==> src/tpc_div_pipe.sv <==
module tpc_div_pipe #(
   parameter int DEN_W = 16,
   parameter int QUO_W = 24
) (
   input  logic             clock,
   input  logic             adv,
   input  logic [DEN_W-1:0] rem_init,
   input  logic [QUO_W-1:0] num_low,
   input  logic [DEN_W-1:0] den,
   output logic [QUO_W-1:0] quo
);

   logic [DEN_W-1:0] rem_ff [QUO_W];
   logic [QUO_W-1:0] low_ff [QUO_W];
   logic [DEN_W-1:0] den_ff [QUO_W];
   logic [QUO_W-1:0] quo_ff [QUO_W];

   // one restoring step per stage, quotient msb first
   for (genvar s = 0; s < QUO_W; s++) begin : g_stage
      logic [DEN_W-1:0] rem_prev;
      logic [DEN_W-1:0] den_prev;
      logic [QUO_W-1:0] low_prev;
      logic [QUO_W-1:0] quo_prev;
      logic [DEN_W:0]   trial;
      logic             ge;
      logic [DEN_W-1:0] rem_in;

      if (s == 0) begin : g_first
         assign rem_prev = rem_init;
         assign den_prev = den;
         assign low_prev = num_low;
         assign quo_prev = '0;
      end else begin : g_next
         assign rem_prev = rem_ff[s-1];
         assign den_prev = den_ff[s-1];
         assign low_prev = low_ff[s-1];
         assign quo_prev = quo_ff[s-1];
      end

      assign trial  = {rem_prev, low_prev[QUO_W-1]};
      assign ge     = trial >= {1'b0, den_prev};
      assign rem_in = ge ? DEN_W'(trial - {1'b0, den_prev}) : trial[DEN_W-1:0];

      always_ff @(posedge clock) begin
         if (adv) begin
            rem_ff[s] <= rem_in;
            den_ff[s] <= den_prev;
            low_ff[s] <= low_prev << 1;
            quo_ff[s] <= {quo_prev[QUO_W-2:0], ge};
         end
      end
   end

   assign quo = quo_ff[QUO_W-1];

endmodule

==> config.mk <==
export PLATFORM = sky130hd
export DESIGN_NAME = tpc_div_pipe
export DESIGN_NICKNAME = d
export VERILOG_FILES = /design/src/tpc_div_pipe.sv
export SDC_FILE = /design/constraint.sdc
export NUM_CORES = 2
export LEC_CHECK = 0
export BUFFER_PORTS_ARGS = -buffer_cell sky130_fd_sc_hd__buf_2
export CORE_ASPECT_RATIO = 1.4
export CORE_MARGIN = 4
export CORE_UTILIZATION = 55
export CTS_CLUSTER_DIAMETER = 120
export CTS_CLUSTER_SIZE = 28
export DETAILED_ROUTE_END_ITERATION = 12
export MAX_ROUTING_LAYER = met4
export PLACE_DENSITY = 0.71
export SLEW_MARGIN = 30
export SYNTH_ARGS = -nofsm -noshare
export SYNTH_HDL_FRONTEND = slang
export SYNTH_SLANG_ARGS = --single-unit
==> constraint.sdc <==
create_clock -name clock -period 4.3 [get_ports clock]
set_input_delay 0.43 -clock clock [delete_from_list [all_inputs] [get_ports clock]]
set_output_delay 0.43 -clock clock [all_outputs]
set_load 0.005 [all_outputs]
==> flow_summary_export.csv <==
group,metric,value,unit
clocking,cts_sinks,1312,
floorplan,ios,82,
min_path,min_path_cells,2,
clocking,path_clk_slew,110,ps
timing,fin_crit,3495,ps
worst_setup_path,crit_start,"den_ff[4][49]",
synthesis,synth-main-ff-cell,"edfxtp_1",
global_routing,grt_pass1_vias,35820,
timing,slew_violations,0,
worst_setup_path,ff2ff_setup_slack,810,ps
worst_setup_path,worst_setup_path_end_kind,"flip-flop",
worst_setup_path,r2r_start,"den_ff[4][49]",
clocking,post_cts_buffers,0,
timing,worst_hold_slack,83.53,ps
drt,wirelength,113700,microns
finish,instances_no_fill,6298,
finish,area_growth,6.942,%
min_path,min-delay-start,"rem_init[11]",
worst_setup_path,criticalPathCategory,"reg2reg",
power_and_ir_drop,power.leakage,25.60,nW
global_routing,grt_usage,0.1968,
power_and_ir_drop,ir_drop,0.3473,mV
timing,rsz0062_at_grt,"no",
timing,slew_headroom,0.3856,
drt,drc,0,
drt,wl_per_cell,18.06,microns
worst_setup_path,worst_path_most_repeated_cell,"o21ai_1",
clocking,cts_resized,0,
outcome,outcome,"complete, no violations",
synthesis,syn_nets,5140,
synthesis,yosysUniqueCellTypes,82,
worst_setup_path,timing.rr.end,"rem_ff[5][12]",
finish,drive_above_1_share,0.06403,
power_and_ir_drop,power_density,652.2,mW/mm^2
global_routing,grt_pass1_wl,182000,microns
worst_setup_path,crit_chain,"inv_1 -> ha_1 -> nor2b_1 -> o31a_1 -> o21ai_1 -> nand2_1 -> a211oi_1 -> o21ai_1 -> o41ai_4 -> buf_4 -> mux2_1",
worst_setup_path,slowest_stage,"edfxtp_1",
synthesis,synth_top_area_share,0.6377,
timing,finalHoldViolCount,0,
placed_design,dp.cells,6202,
worst_setup_path,path_max_fanout,16,
global_routing,grt_overflow,0,
finish,num-nets-final,5291,
clocking,cts_max_path_buffers,3,
worst_setup_path,cpPeakStageDelay,480,ps
timing,clock_skew,31.29,ps
synthesis,synth_seq_cells,1312,
min_path,min_path_type,"in2reg",
worst_setup_path,startpoint_type,"flip-flop",
drt,first_pass_iters,7,
synthesis,synth_area_leaders,"edfxtp_1, ha_1, inv_1",
floorplan,core,0.1116,sq mm
clocking,root_buffer,"clkbuf_16",
timing,setup_violations,0,
floorplan,start_util,0.5537,
synthesis,syn_inst,4675,
global_routing,antenna_found_initial,1,
timing,max_freq,286.1,MHz
synthesis,synth_warnings,0,
placed_design,hpwl,84680,microns
worst_setup_path,reg2reg_depth,11,
floorplan,chipWidth,291.3,microns
synthesis,yosysTopAreaCell,"edfxtp_1",
clocking,postCtsHoldBufs,39,
drt,viasPerCell,5.664,
floorplan,dieArea,0.1178,sq mm
clocking,htree_levels,2,
placed_design,port_buffers,81,
worst_setup_path,critPathRequiredTime,4710,ps
drt,vias,35670,
synthesis,synth_most_common_cell,"edfxtp_1",
synthesis,netlist_area,0.06178,sq mm
synthesis,synth-edff-count,1312,
min_path,hold_end,"rem_ff[0][12]",
timing,worstMarginPinSlew,898.4,ps
clocking,cts_tree,"yes",
timing,fin_crit_sh,0.8128,
worst_setup_path,cp.arrival,3900,ps
job,cap_violations,0,
synthesis,syn_area_per_cell,13.22,sq um
worst_setup_path,critical_path_buf_inv_count,2,
floorplan,rows,145,
finish,fin_util,0.5922,
drt,drtIter0Drc,2265,
clocking,numCtsBuffers,52,
timing,tns,0,ps
global_routing,grt_max_degree,144,
synthesis,synth_common_cells,"edfxtp_1, inv_1, ha_1",
synthesis,ys_async_sr_fraction,0,
placed_design,gp_congestion,0.9154,
synthesis,seq_area_frac_synth,0.6377,
clocking,insertion_delay,660,ps
floorplan,die-height,404.6,microns
worst_setup_path,critical-path-top-delay-family,"compound AO/OA/AOI/OAI gates",
drt,ant_nets,0,
[worst register-to-register path, cell delays in order (launching register included)]
cell      delay, ps
edfxtp_1        480
inv_1           100
ha_1            240
nor2b_1         140
o31a_1          260
o21ai_1         200
nand2_1         170
a211oi_1        420
o21ai_1         230
o41ai_4         310
buf_4           300
mux2_1          380
[worst max path at each step]
stage | slack [ps] | to | cells past startpoint
3_5_place_dp | 710 | rem_ff[1][7] | 8
4_1_cts | 700 | rem_ff[1][7] | 8
3_3_place_gp | 680 | rem_ff[3][31] | 8
5_1_grt | 570 | rem_ff[0][61] | 10
2_1_floorplan | 1190 | rem_ff[5][14] | 11
6_report | 810 | rem_ff[5][12] | 11
[power by group]
group	switching, mW	internal [mW]
Clock	3.56	2.28
Sequential	1.53	17.9
Combinational	9.97	7.88
[layout by cell type, fill, tap and decap left out, drive strengths merged, types with 57 or more instances in the layout]
cell	count
a21o	79
a21oi	284
buf	124
edfxtp	1312
ha	384
inv	491
mux2	139
nand2	270
nand3	62
nand4	57
nor2	288
nor3	67
o21a	77
o21ai	279
xnor2	137
xor2	100
[logic make-up (layout without fill, tap and decap cells)]
group                      Yosys count  after routing  share of synthesized area
AOI/OAI and AO/OA                 1017           1017                     0.1047
xor gates and xnor gates           237            237                    0.03360
adders and majority gates          407            407                    0.08522
buffers and inverters              557            708                    0.03417
DFF                               1312           1312                     0.6377
muxes                              165            165                    0.02955
other                                0              2                          0
and+or+nand+nor                    980            980                    0.07504
[metrics by stage]
| stage | cell area (sq um) | power (mW) | worst slack (ps) |
|---|---|---|---|
| floorplan | 61780 | 32.75 | 1187 |
| CTS | 66040 | 43.38 | 695.6 |
| global route | 66070 | 46.20 | 568.2 |
| global placement | 64270 | 36.94 | 676.2 |
| detailed placement | 64290 | 37.45 | 706.9 |
| finish | 66070 | 43.09 | 805.2 |
[state kept, by name, indices dropped and copies added, names as in the netlist]
name    flops
quo_ff    300
den_ff    368
low_ff    276
rem_ff    368
[area by class of cell]
cell class | instances | area [sq um]
Antenna cell | 2 | 5.005
Sequential cell | 1312 | 39400
Multi-Input combinational cell | 2806 | 20320
Clock buffer | 53 | 1326
Clock inverter | 1 | 30.03
Inverter | 491 | 1843
Timing Repair Buffer | 163 | 1311
Fill cell | 8814 | 45510
Tap cell | 1470 | 1839
[metal layers]
| metal | vias to the layer above | global-route usage | share of wire |
|---|---|---|---|
| li1 | 17490 | - | - |
| met1 | 17370 | 0.2028 | 0.37 |
| met2 | 565 | 0.3832 | 0.56 |
| met3 | 251 | 0.01782 | 0.025 |
| met4 | 0 | 0.07679 | 0.042 |
| met5 | - | - | 0 |
(Power assumes the default switching activity.)
